File: config.mk
export PLATFORM = sky130hd
export DESIGN_NAME = rc_pulse_width_frame_decoder_top
export DESIGN_NICKNAME = d
export VERILOG_FILES = /design/src/rtl/core/rpwfd_pkg.sv /design/src/rtl/core/rpwfd_in_stage.sv /design/src/rtl/core/rpwfd_core.sv /design/src/rtl/core/rpwfd_out_fifo.sv /design/src/rtl/core/rc_pulse_width_frame_decoder_top.sv
export SDC_FILE = /design/constraint.sdc
export NUM_CORES = 1
export LEC_CHECK = 0
export BUFFER_PORTS_ARGS = -buffer_cell sky130_fd_sc_hd__buf_2
export CAP_MARGIN = 20
export CORE_ASPECT_RATIO = 0.6
export CORE_UTILIZATION = 54
export DETAILED_ROUTE_END_ITERATION = 8
export HOLD_SLACK_MARGIN = 0.12
export PLACE_DENSITY_LB_ADDON = 0.12
export SLEW_MARGIN = 15
export SYNTH_ARGS = -nofsm -noshare
export SYNTH_HDL_FRONTEND = slang
export SYNTH_SLANG_ARGS = --single-unit
export TNS_END_PERCENT = 100
File: constraint.sdc
create_clock -name clk -period 3.7 [get_ports clk]
set_input_delay 0.37 -clock clk [delete_from_list [all_inputs] [get_ports clk]]
set_output_delay 0.37 -clock clk [all_outputs]
set_load 0.01 [all_outputs]
File: src/rtl/core/rpwfd_pkg.sv
// Package for the three-channel RC pulse-width frame decoder.
// Holds the request and result types, register indexes, widths and the width
// scaling function. No dependencies.
`default_nettype none

package rpwfd_pkg;

	localparam int COUNT_BITS = 8;
	localparam int GAP_BITS   = 8;
	localparam int CFG_BITS   = 8;
	localparam int WIDTH_BITS = 9;
	localparam int IDX_BITS   = 1;

	localparam logic [GAP_BITS-1:0]   GAP_MAX         = '1;
	localparam logic [COUNT_BITS-1:0] COUNT_MAX       = '1;
	localparam logic [WIDTH_BITS-1:0] WIDTH_MAX       = WIDTH_BITS'(510);
	localparam logic [CFG_BITS-1:0]   END_GAP_RESET   = CFG_BITS'(10);
	localparam logic [CFG_BITS-1:0]   MIN_WIDTH_RESET = CFG_BITS'(25);

	// Working widths for doubling and for the minimum check
	localparam int DBL_BITS = (COUNT_BITS + 1 > WIDTH_BITS) ? COUNT_BITS + 1 : WIDTH_BITS;
	localparam int CMP_BITS = (COUNT_BITS > CFG_BITS) ? COUNT_BITS : CFG_BITS;

	typedef enum logic [IDX_BITS-1:0] {
		REG_END_GAP   = 1'b0,
		REG_MIN_WIDTH = 1'b1
	} reg_idx_t;

	typedef struct packed {
		logic level_a;
		logic level_b;
		logic level_c;
	} in_item_t;

	typedef struct packed {
		logic                  lost;
		logic [WIDTH_BITS-1:0] width_a;
		logic [WIDTH_BITS-1:0] width_b;
		logic [WIDTH_BITS-1:0] width_c;
	} res_item_t;

	// Twice the count, clipped to the largest reportable width
	function automatic logic [WIDTH_BITS-1:0] width_of(input logic [COUNT_BITS-1:0] cnt);
		logic [DBL_BITS-1:0] dbl;
		dbl = DBL_BITS'({cnt, 1'b0});
		if (dbl > DBL_BITS'(WIDTH_MAX))
			return WIDTH_MAX;
		else
			return WIDTH_BITS'(dbl);
	endfunction

	function automatic logic below_min(input logic [COUNT_BITS-1:0] cnt,
	                                   input logic [CFG_BITS-1:0] min_w);
		return CMP_BITS'(cnt) < CMP_BITS'(min_w);
	endfunction

endpackage

`default_nettype wire

File: src/rtl/core/rpwfd_in_stage.sv
// Input register stage of the pulse-width frame decoder.
// Depends on rpwfd_pkg for the request type.
`default_nettype none

module rpwfd_in_stage (
	input  wire                   clk,
	input  wire                   arst_n,
	input  wire                   in_valid,
	output logic                  in_ready,
	input  rpwfd_pkg::in_item_t   in_data,
	input  wire                   fire,
	output logic                  valid_s1,
	output rpwfd_pkg::in_item_t   item_s1
);
	import rpwfd_pkg::*;

	logic take;

	// Refill the stage in the same cycle it is drained
	assign in_ready = !valid_s1 || fire;
	assign take     = in_valid && in_ready;

	always_ff @(posedge clk or negedge arst_n) begin
		if (!arst_n) begin
			valid_s1 <= 1'b0;
		end else if (take) begin
			valid_s1 <= 1'b1;
		end else if (fire) begin
			valid_s1 <= 1'b0;
		end
	end

	always_ff @(posedge clk) begin
		if (take) begin
			item_s1 <= in_data;
		end
	end

endmodule

`default_nettype wire

File: src/rtl/core/rpwfd_core.sv
// Frame state, channel counters and configuration registers of the decoder.
// Processes one sampled tick per fire; depends on rpwfd_pkg.
`default_nettype none

module rpwfd_core (
	input  wire                                clk,
	input  wire                                arst_n,
	input  wire                                cfg_we,
	input  wire  [rpwfd_pkg::IDX_BITS-1:0]     cfg_index,
	input  wire  [rpwfd_pkg::CFG_BITS-1:0]     cfg_data,
	input  wire                                fire,
	input  rpwfd_pkg::in_item_t                item_s1,
	output logic                               push,
	output rpwfd_pkg::res_item_t               push_data
);
	import rpwfd_pkg::*;

	logic                  waiting_q;
	logic                  first_q;
	logic [GAP_BITS-1:0]   gap_q;
	logic [COUNT_BITS-1:0] cnt_a_q;
	logic [COUNT_BITS-1:0] cnt_b_q;
	logic [COUNT_BITS-1:0] cnt_c_q;
	logic [CFG_BITS-1:0]   end_gap_q;
	logic [CFG_BITS-1:0]   min_w_q;

	logic                  any_high;
	logic [GAP_BITS-1:0]   gap_inc;
	logic [CFG_BITS-1:0]   limit;
	logic                  frame_end;
	logic                  lost;
	logic [COUNT_BITS-1:0] base_a;
	logic [COUNT_BITS-1:0] base_b;
	logic [COUNT_BITS-1:0] base_c;
	logic [COUNT_BITS-1:0] nxt_a;
	logic [COUNT_BITS-1:0] nxt_b;
	logic [COUNT_BITS-1:0] nxt_c;

	assign any_high = item_s1.level_a || item_s1.level_b || item_s1.level_c;
	assign gap_inc  = (gap_q == GAP_MAX) ? GAP_MAX : gap_q + GAP_BITS'(1);
	assign limit    = (end_gap_q == '0) ? CFG_BITS'(1) : end_gap_q;
	assign frame_end = !waiting_q && !any_high
		&& ({{(CFG_BITS > GAP_BITS ? CFG_BITS - GAP_BITS : 0){1'b0}}, gap_inc}
		    >= {{(GAP_BITS > CFG_BITS ? GAP_BITS - CFG_BITS : 0){1'b0}}, limit});
	assign lost = below_min(cnt_a_q, min_w_q) || below_min(cnt_b_q, min_w_q)
		|| below_min(cnt_c_q, min_w_q);

	// A new frame starts from cleared counts
	assign base_a = waiting_q ? '0 : cnt_a_q;
	assign base_b = waiting_q ? '0 : cnt_b_q;
	assign base_c = waiting_q ? '0 : cnt_c_q;

	always_comb begin
		nxt_a = base_a;
		nxt_b = base_b;
		nxt_c = base_c;
		priority if (item_s1.level_a) begin
			nxt_a = (base_a == COUNT_MAX) ? COUNT_MAX : base_a + COUNT_BITS'(1);
		end else if (item_s1.level_b) begin
			nxt_b = (base_b == COUNT_MAX) ? COUNT_MAX : base_b + COUNT_BITS'(1);
		end else if (item_s1.level_c) begin
			nxt_c = (base_c == COUNT_MAX) ? COUNT_MAX : base_c + COUNT_BITS'(1);
		end
	end

	assign push = fire && frame_end && (lost || !first_q);

	always_comb begin
		push_data.lost = lost;
		if (lost) begin
			push_data.width_a = '0;
			push_data.width_b = '0;
			push_data.width_c = '0;
		end else begin
			push_data.width_a = width_of(cnt_a_q);
			push_data.width_b = width_of(cnt_b_q);
			push_data.width_c = width_of(cnt_c_q);
		end
	end

	always_ff @(posedge clk or negedge arst_n) begin
		if (!arst_n) begin
			end_gap_q <= END_GAP_RESET;
			min_w_q   <= MIN_WIDTH_RESET;
		end else if (cfg_we) begin
			unique case (reg_idx_t'(cfg_index))
				REG_END_GAP:   end_gap_q <= cfg_data;
				REG_MIN_WIDTH: min_w_q   <= cfg_data;
				default: ;
			endcase
		end
	end

	always_ff @(posedge clk or negedge arst_n) begin
		if (!arst_n) begin
			waiting_q <= 1'b0;
			first_q   <= 1'b1;
			gap_q     <= '0;
			cnt_a_q   <= '0;
			cnt_b_q   <= '0;
			cnt_c_q   <= '0;
		end else if (fire) begin
			if (any_high) begin
				waiting_q <= 1'b0;
				gap_q     <= '0;
				cnt_a_q   <= nxt_a;
				cnt_b_q   <= nxt_b;
				cnt_c_q   <= nxt_c;
			end else if (!waiting_q) begin
				gap_q <= gap_inc;
				if (frame_end) begin
					waiting_q <= 1'b1;
					// Drop only the first good frame
					if (!lost) begin
						first_q <= 1'b0;
					end
				end
			end
		end
	end

endmodule

`default_nettype wire

File: src/rtl/core/rpwfd_out_fifo.sv
// Two-entry result buffer between the decoder core and the output channel.
// Depends on rpwfd_pkg for the result type.
`default_nettype none

module rpwfd_out_fifo (
	input  wire                    clk,
	input  wire                    arst_n,
	input  wire                    push,
	input  rpwfd_pkg::res_item_t   push_data,
	output logic                   full,
	output logic                   out_valid,
	input  wire                    out_ready,
	output rpwfd_pkg::res_item_t   out_data
);
	import rpwfd_pkg::*;

	res_item_t  mem [2];
	logic       wr_ptr_q;
	logic       rd_ptr_q;
	logic [1:0] count_q;
	logic       pop;

	assign full      = (count_q == 2'd2);
	assign out_valid = (count_q != 2'd0);
	assign out_data  = mem[rd_ptr_q];
	assign pop       = out_valid && out_ready;

	always_ff @(posedge clk or negedge arst_n) begin
		if (!arst_n) begin
			wr_ptr_q <= 1'b0;
			rd_ptr_q <= 1'b0;
			count_q  <= 2'd0;
		end else begin
			if (push) begin
				wr_ptr_q <= !wr_ptr_q;
			end
			if (pop) begin
				rd_ptr_q <= !rd_ptr_q;
			end
			unique case ({push, pop})
				2'b10:   count_q <= count_q + 2'd1;
				2'b01:   count_q <= count_q - 2'd1;
				default: count_q <= count_q;
			endcase
		end
	end

	always_ff @(posedge clk) begin
		if (push) begin
			mem[wr_ptr_q] <= push_data;
		end
	end

endmodule

`default_nettype wire

File: src/rtl/core/rc_pulse_width_frame_decoder_top.sv
// Three-channel RC pulse-width frame decoder. Each request is one sample tick
// of three channel levels; it takes one tick per clock cycle while the result
// buffer has room, through the input register and the counter update into the
// two-entry result buffer, whose free space is the only thing that holds off
// new ticks. A frame ends after end_gap_ticks all-low ticks and yields either
// a lost flag or three widths (high tick counts times two); the first good
// frame after reset is dropped. Configuration is to be written through the
// plain write port while the block idles; the block does not enforce this.
// Depends on rpwfd_pkg, rpwfd_in_stage, rpwfd_core and rpwfd_out_fifo.
`default_nettype none

module rc_pulse_width_frame_decoder_top (
	input  wire                                clk,
	input  wire                                arst_n,
	input  wire                                in_valid,
	output logic                               in_ready,
	input  rpwfd_pkg::in_item_t                in_data,
	output logic                               out_valid,
	input  wire                                out_ready,
	output rpwfd_pkg::res_item_t               out_data,
	input  wire                                cfg_we,
	input  wire  [rpwfd_pkg::IDX_BITS-1:0]     cfg_index,
	input  wire  [rpwfd_pkg::CFG_BITS-1:0]     cfg_data
);
	import rpwfd_pkg::*;

	logic      valid_s1;
	in_item_t  item_s1;
	logic      fire;
	logic      full;
	logic      push;
	res_item_t push_data;

	assign fire = valid_s1 && !full;

	rpwfd_in_stage u_in (
		.clk      (clk),
		.arst_n   (arst_n),
		.in_valid (in_valid),
		.in_ready (in_ready),
		.in_data  (in_data),
		.fire     (fire),
		.valid_s1 (valid_s1),
		.item_s1  (item_s1)
	);

	rpwfd_core u_core (
		.clk       (clk),
		.arst_n    (arst_n),
		.cfg_we    (cfg_we),
		.cfg_index (cfg_index),
		.cfg_data  (cfg_data),
		.fire      (fire),
		.item_s1   (item_s1),
		.push      (push),
		.push_data (push_data)
	);

	rpwfd_out_fifo u_out (
		.clk       (clk),
		.arst_n    (arst_n),
		.push      (push),
		.push_data (push_data),
		.full      (full),
		.out_valid (out_valid),
		.out_ready (out_ready),
		.out_data  (out_data)
	);

	a_lost_zero: assert property (@(posedge clk) disable iff (!arst_n)
		(out_valid && out_data.lost) |->
		(out_data.width_a == '0 && out_data.width_b == '0 && out_data.width_c == '0))
		else $error("lost result carries nonzero widths");

	a_width_even: assert property (@(posedge clk) disable iff (!arst_n)
		(out_valid && !out_data.lost) |->
		(!out_data.width_a[0] && !out_data.width_b[0] && !out_data.width_c[0]))
		else $error("good result carries an odd width");

	a_no_push_full: assert property (@(posedge clk) disable iff (!arst_n)
		push |-> !full)
		else $error("result pushed into a full buffer");

	a_stage_fill: assert property (@(posedge clk) disable iff (!arst_n)
		(in_valid && in_ready) |=> valid_s1)
		else $error("accepted request not held in the input stage");

endmodule

`default_nettype wire
==> out/metrics.yaml, run 1 <==
end_kind: "register"
yosysSeqAreaShare_pct: 52.28
worstPathRequired_ps: 3930
die_y_um: 81.53
seq_area_um2: 2975
ys_ff_latch: 108
gr-total-overflow: 0
p_leak_nw: 2.568
place_congestion: 0.8424
via_count: 4111
grt_pass1_vias: 3977
cp_max_fo: 10
synth_warnings: 0
firstDrtPassIters: 4
drv_cap: 0
holdPathStages: 1
wire_per_inst_um: 18.33
multi_input_area_um2: 2569
rr_endpoint: "u_out.count_q[1]"
worst_hold_path_type: "in2reg"
final.min_clock_period_ps: 3432
die_x_um: 134.5
finalPower_mw: 3.668
synth-main-ff-cell: "edfxtp_1"
antenna_found_initial: 0
rsz0062_at_grt: "no"
synth_top_family_by_area: "simple AND/OR/NAND/NOR gates"
grt_pass1_wl_mm: 20.39
cts_max_path_buffers: 2
yosysMostFrequentCell: "edfxtp_1"
slew_viol_final: 0
fillers: 791
cp_data_arrival_time_ps: 3660
tightest_slew_ps: 908.8
max_freq_mhz: 291.3
synth_top_cell_by_area: "edfxtp_1"
syn_area_um2: 5692
synth_edf_count: 53
port_buffers: 43
wl_mm: 12.71
r2r_cells: 15
final_cells: 693
synth-xor-area-share_pct: 1.517
cts.sinks: 108
htree_levels: 3
worst_setup_path_start_kind: "register"
timing.critical_path.from: "u_core.gap_q[0]"
grt_max_degree: 33
reg2reg_slack_ps: 270
synth.area.top_cells: "edfxtp_1, dfrtp_1, ha_1, mux2_2, o21ai_0"
core_area_um2: 10050
drive_gt1_share_pct: 23.12
boundaryPins: 47
yosysTopAreaCellShare_pct: 27.96
area_growth_pct: 13.63
rows: 28
track_usage_pct: 25.08
vias_per_cell: 5.932
crit_type: "reg2reg"
initial_utilization_pct: 56.61
post-place-cells: 675
ir_drop_v: 0.0003678
power_density_nw_per_um2: 567.2
hold_viol: 0
fin_util_pct: 64.32
first_iter_violations: 381
critPathCapture: "u_out.count_q[1]"
post_cts_buffers: 0
syn_avg_cell_area_um2: 11.29
synth.distinct_cells: 58
maxSlewHeadroom_pct: 39.29
netlist_instances: 504
finalSetupViolations: 0
n_antenna_cell: 0
clk_pin_slew_ps: 70
dp_hpwl_mm: 9.155
dieArea_um2: 10970
drc: 0
fin_crit_sh_pct: 92.77
r2r-start: "u_core.gap_q[0]"
fin_worst_skew_ps: 7.170
yosys.area_share.simple_pct: 14.66
synth_adder_area_share_pct: 7.474
numCtsBuffers: 9
root_buffer: "clkbuf_16"
cts_tree: "done"
ant_nets: 0
synth_commonest_cells: "edfxtp_1, dfrtp_1, o21ai_0"
synthMuxAreaShare_pct: 7.100
clk_latency_ps: 350
ys_async_sr_fraction_pct: 50.93
synth_compound_area_share_pct: 13.89
status: "finished clean"
holdWs_ps: 199.8
fin_nets: 604
-- worst min-delay path by stage --
stage / start / endpoint
after detailed placement: u_core.first_q / u_core.first_q
after CTS: in_data[2] / u_in.item_s1[2]
final: in_data[2] / u_in.item_s1[2]
after global routing: in_data[2] / u_in.item_s1[2]
after floorplan: arst_n / u_core.cnt_a_q[0]
after global placement: arst_n / u_core.gap_q[2]
-- report_power, final --
| part | internal (mW) | switching [mW] | leakage (nW) |
|---|---|---|---|
| clock | 0.605 | 0.445 | 0.163 |
| combinational | 0.454 | 0.588 | 1.33 |
| sequential | 1.39 | 0.182 | 1.07 |
-- metrics by stage --
stage,worst slack [ps],setup TNS (ps),cell area (µm²)
after floorplan,-144.5,-7226,5699
after global placement,369.7,0,6106
after detailed placement,192.4,0,6106
after CTS,150.3,0,6447
after global routing,46.89,0,6467
final,267.7,0,6467
-- critical path: stages (launching register included) --
cell	delay [ps]
dfrtp_1	410
ha_1	250
and3_1	250
and3_1	260
nand3_2	190
and2_1	230
ha_1	280
nor2b_1	40
o21ai_1	210
a21oi_1	130
o22ai_2	170
a21bo_4	280
ha_1	220
xnor2_1	180
nor2_1	70
xor2_1	140
-- routing by layer --
layer	vias up	GRT usage [%]	wire [µm]
met5	-	0	0
met4	0	7.865	176
met3	18	6.358	829
met2	147	39.90	5546
met1	1993	34.14	6153
li1	1953	-	-
-- final cells by class --
type	instances	share of cell area, %
Tap cell	135	2.612
Timing Repair Buffer	54	5.146
Clock buffer	9	3.482
Inverter	24	1.393
Multi-Input combinational cell	356	39.72
Sequential cell	108	46.00
Clock inverter	7	1.644
-- layout by cell type (no fill, tap or decap), drive strengths merged, types with 3 or more instances in the layout --
cell and instances:
dfrtp 49, clkbuf 9, nand2 33, a21o 7, a31oi 5, o21ai 37
nor3 10, conb 3, o22a 3, nor3b 3, and2 24, nand4 6
a21oi 28, buf 53, xnor2 7, inv 27, dfstp 6, nand2b 7
nor2b 10, a31o 3, and3 8, edfxtp 53, nand3 16, a22o 8
mux2 35, ha 34, nor2 30, o21a 4
-- state kept, by name (all words and copies together) (netlist names), 2 cells and up --
signal / cells
u_core.end_gap_q: 8
u_out.mem: 50
u_core.cnt_b_q: 8
u_core.gap_q: 8
u_core.cnt_a_q: 8
u_core.min_w_q: 8
u_core.cnt_c_q: 8
u_out.count_q: 2
u_in.item_s1: 3
-- kinds of logic (layout without fill, tap and decap cells) --
kind of cell               Yosys count  after routing
and+or+nand+nor                    156            156
AOI/OAI and AO/OA                  118            118
DFF                                108            108
buffers and inverters               42             94
muxes                               36             36
adders and majority gates           34             34
xor gates and xnor gates             9              9
other                                1              3
-- repair_timing --
item,4_1_cts,5_1_grt
hold buffers,1,0
hold endpoints to repair,4,0
resized for setup,0,2
endpoints found under the setup margin,0,51
(Power assumes the default switching activity.)
==> inputs of run 2 (changes only) <==
--- a/config.mk
+++ b/config.mk
@@ -5,6 +5,7 @@
 export SDC_FILE = /design/constraint.sdc
 export NUM_CORES = 1
 export LEC_CHECK = 0
+export ABC_AREA = 1
 export BUFFER_PORTS_ARGS = -buffer_cell sky130_fd_sc_hd__buf_2
 export CAP_MARGIN = 20
 export CORE_ASPECT_RATIO = 0.6
==> out/metrics.yaml, run 2 <==
die_x_um: 135.6  # was 134.5 µm
synth-main-ff-cell: "edfxtp_1"  # unchanged
crit_family: "simple AND/OR/NAND/NOR gates"  # unchanged
max_freq_mhz: 316.4  # was 291.3 MHz
dieArea_um2: 11140  # was 10970 µm²
largest_register_ffs: 50  # unchanged
fin_crit_sh_pct: 85.41  # was 92.77%
grt_pass1_wl_mm: 20.86  # was 20.39 mm
reg2reg_slack_ps: 540  # was 270 ps
numCtsBuffers: 9  # unchanged
rows: 28  # unchanged
fin_worst_skew_ps: 11.00  # was 7.170 ps
vias_per_cell: 5.311  # was 5.932
regMostFlops: "u_out.mem"  # unchanged
area_growth_pct: 11.26  # was 13.63%
ant_nets: 0  # unchanged
via_count: 4440  # was 4111
final_common_cell: "nand2_1"  # was edfxtp_1
status: "finished clean"  # unchanged
yosysMostFrequentCell: "nand2_1"  # was edfxtp_1
rsz0062_at_grt: "no"  # unchanged
die_y_um: 82.14  # was 81.53 µm
netlist_instances: 651  # was 504
setup_tns_ps: 0  # unchanged
worst_hold_path_type: "in2reg"  # unchanged
cp_slowest_cell: "dfrtp_1"  # unchanged
dp_hpwl_mm: 9.347  # was 9.155 mm
port_buffers: 43  # unchanged
maxSlewHeadroom_pct: 30.43  # was 39.29%
cp_data_arrival_time_ps: 3390  # was 3660 ps
finish.instance_area_um2: 6431  # was 6467 µm²
core_area_um2: 10120  # was 10050 µm²
firstDrtPassIters: 5  # was 4
ir_drop_v: 0.0003874  # was 0.0003678 V
yosysTopAreaCellShare_pct: 27.53  # was 27.96%
ys_async_sr_fraction_pct: 50.93  # unchanged
synth_commonest_cells: "nand2_1, inv_1, nor2_1"  # was edfxtp_1, dfrtp_1, o21ai_0
hold_viol: 0  # unchanged
cts_max_path_buffers: 2  # unchanged
hold_buffers: 1  # unchanged
syn_area_um2: 5781  # was 5692 µm²
syn_avg_cell_area_um2: 8.879  # was 11.29 µm²
tightest_slew_ps: 1044  # was 908.8 ps
boundaryPins: 47  # unchanged
cp_max_fo: 5  # was 10
clk_pin_slew_ps: 70  # about the same
grt_max_degree: 30  # was 33
synth_edf_count: 53  # unchanged
root_buffer: "clkbuf_16"  # unchanged
power_density_nw_per_um2: 701.3  # was 567.2 nW/µm²
layout_common_cells: "nand2_1, inv_1, nor2_1"  # was edfxtp_1, dfrtp_1, buf_2
synth.distinct_cells: 44  # was 58
first_iter_violations: 397  # was 381
cts_tree: "done"  # unchanged
synth_warnings: 0  # unchanged
ys_ff_latch: 108  # unchanged
drv_cap: 0  # unchanged
drive_gt1_share_pct: 13.98  # was 23.12%
final.min_clock_period_ps: 3160  # was 3432 ps
initial_utilization_pct: 57.09  # was 56.61%
p_leak_nw: 3.124  # was 2.568 nW
track_usage_pct: 24.89  # was 25.08%
worst_setup_path_start_kind: "register"  # unchanged
finalSetupViolations: 0  # unchanged
end_kind: "register"  # unchanged
dpl_cell_area_um2: 6120  # was 6106 µm²
gr-total-overflow: 0  # unchanged
place_congestion: 0.9278  # was 0.8424
worstPathRequired_ps: 3930  # about the same
n_antenna_cell: 0  # unchanged
post_cts_buffers: 0  # unchanged
crit_path_max_incr_delay_ps: 400  # was 410 ps
cp_num_buf_inv: 3  # was 0
cts.sinks: 108  # unchanged
wire_per_inst_um: 15.25  # was 18.33 µm
antenna_found_initial: 0  # unchanged
crit_type: "reg2reg"  # unchanged
drc: 0  # unchanged
clk_latency_ps: 350  # about the same
synth.area.top_cells: "edfxtp_1, dfrtp_1, nand2_1, ha_1, inv_1"  # was edfxtp_1, dfrtp_1, ha_1, mux2_2, o21ai_0
fin_nets: 747  # was 604
htree_levels: 3  # unchanged
wl_mm: 12.75  # was 12.71 mm
cts.repair.resized: 0  # unchanged
grt_pass1_vias: 4212  # was 3977
slew_viol_final: 0  # unchanged
synth_top_cell_by_area: "edfxtp_1"  # unchanged
path_cells: "ha_1 > nand2_1 > nor2_1 > inv_1 > nor2_2 > nand2_2 > nor3_4 > inv_2 > nand3_2 > ha_1 > nand2_1 > nor2_1 > nand4_1 > nand3_1 > nand2_1 > inv_1 > nand2_2 > ha_1 > a21oi_1 > o21ai_0 > xor2_1"  # was ha_1 > and3_1 > and3_1 > nand3_2 > and2_1 > ha_1 > nor2b_1 > o21ai_1 > a21oi_1 > o22ai_2 > a21bo_4 > ha_1 > xnor2_1 > nor2_1 > xor2_1
yosysSeqAreaShare_pct: 51.47  # was 52.28%
## run 2: cell count changes after synthesis, moves of 8 or more
cell / delta
nor2b_1: -10
and2_1: -24
mux2_2: -35
inv_1: +66
xor2_1: +9
nor2_1: +37
a22o_1: -8
nand2_1: +135
and3_1: -8
## run 2: routing by layer
metal	GRT usage [%]	wire length, µm	vias up
li1	-	-	2207
met1	35.76	6355	2093
met2	38.16	5529	130
met3	6.349	759	10
met4	5.281	102	0
met5	0	0	-
## run 2: worst reg2reg max path, delay by kind of cell (launching register included)
kind	cells	cell delay [ps]
AO/OA/AOI/OAI	2	230
XOR/XNOR	1	150
adder cells (fa/ha/maj)	3	680
buffers and inverters	3	280
flip-flops	1	400
AND/OR/NAND/NOR	12	1290
## run 2: kinds of logic after synthesis
logic type / share of synthesized area (%)
AO/OA/AOI/OAI: 9.069
adder cells (fa/ha/maj): 7.359
XOR/XNOR: 2.424
other: 0.06487
AND/OR/NAND/NOR: 21.86
flip-flops: 51.47
buffers and inverters: 7.749
## run 2: worst paths after layout
check | start | endpoint | cells after the start
max | u_core.gap_q[0] | u_out.count_q[1] | 21
min | in_data[1] | u_in.item_s1[1] | 1
max reg2reg | u_core.gap_q[0] | u_out.count_q[1] | 21
min reg2reg | u_core.first_q | u_core.first_q | 1
max in group asynchronous | arst_n | u_core.min_w_q[3] | 3
min in group asynchronous | arst_n | u_core.gap_q[3] | 2
## run 2: area by class of cell
| class | instances | area [µm²] |
|---|---|---|
| repair buffers | 48 | 255.2 |
| clock buffers | 11 | 242.7 |
| inverters | 96 | 362.8 |
| fillers | 855 | 3694 |
| clock inverters | 5 | 58.81 |
| well taps | 135 | 168.9 |
| multi-input cells | 433 | 2367 |
| flip-flops and latches | 108 | 2975 |
## run 2: stage by stage
stage / total power [mW] / hold slack, ps / utilization [%] / worst slack [ps] / instances
2_1_floorplan: 2.992 / 74.41 / - / 253.1 / 653
3_3_place_gp: 3.445 / 447.2 / 60.44 / 715.7 / 819
3_5_place_dp: 3.525 / 449.8 / 60.44 / 591.4 / 819
4_1_cts: 4.505 / 184.1 / 63.52 / 578.2 / 836
5_1_grt: 4.838 / 179.6 / 63.52 / 262.3 / 836
6_report: 4.510 / 190.9 / 63.52 / 539.8 / 836
## run 2: report_power, final
group / switching, mW / total (mW) / internal [mW] / leakage (nW)
registers: 0.176 / 1.71 / 1.53 / 1.13
logic: 1.21 / 1.82 / 0.605 / 1.85
clock network: 0.436 / 0.981 / 0.545 / 0.142
total: 1.83 / 4.51 / 2.68 / 3.12
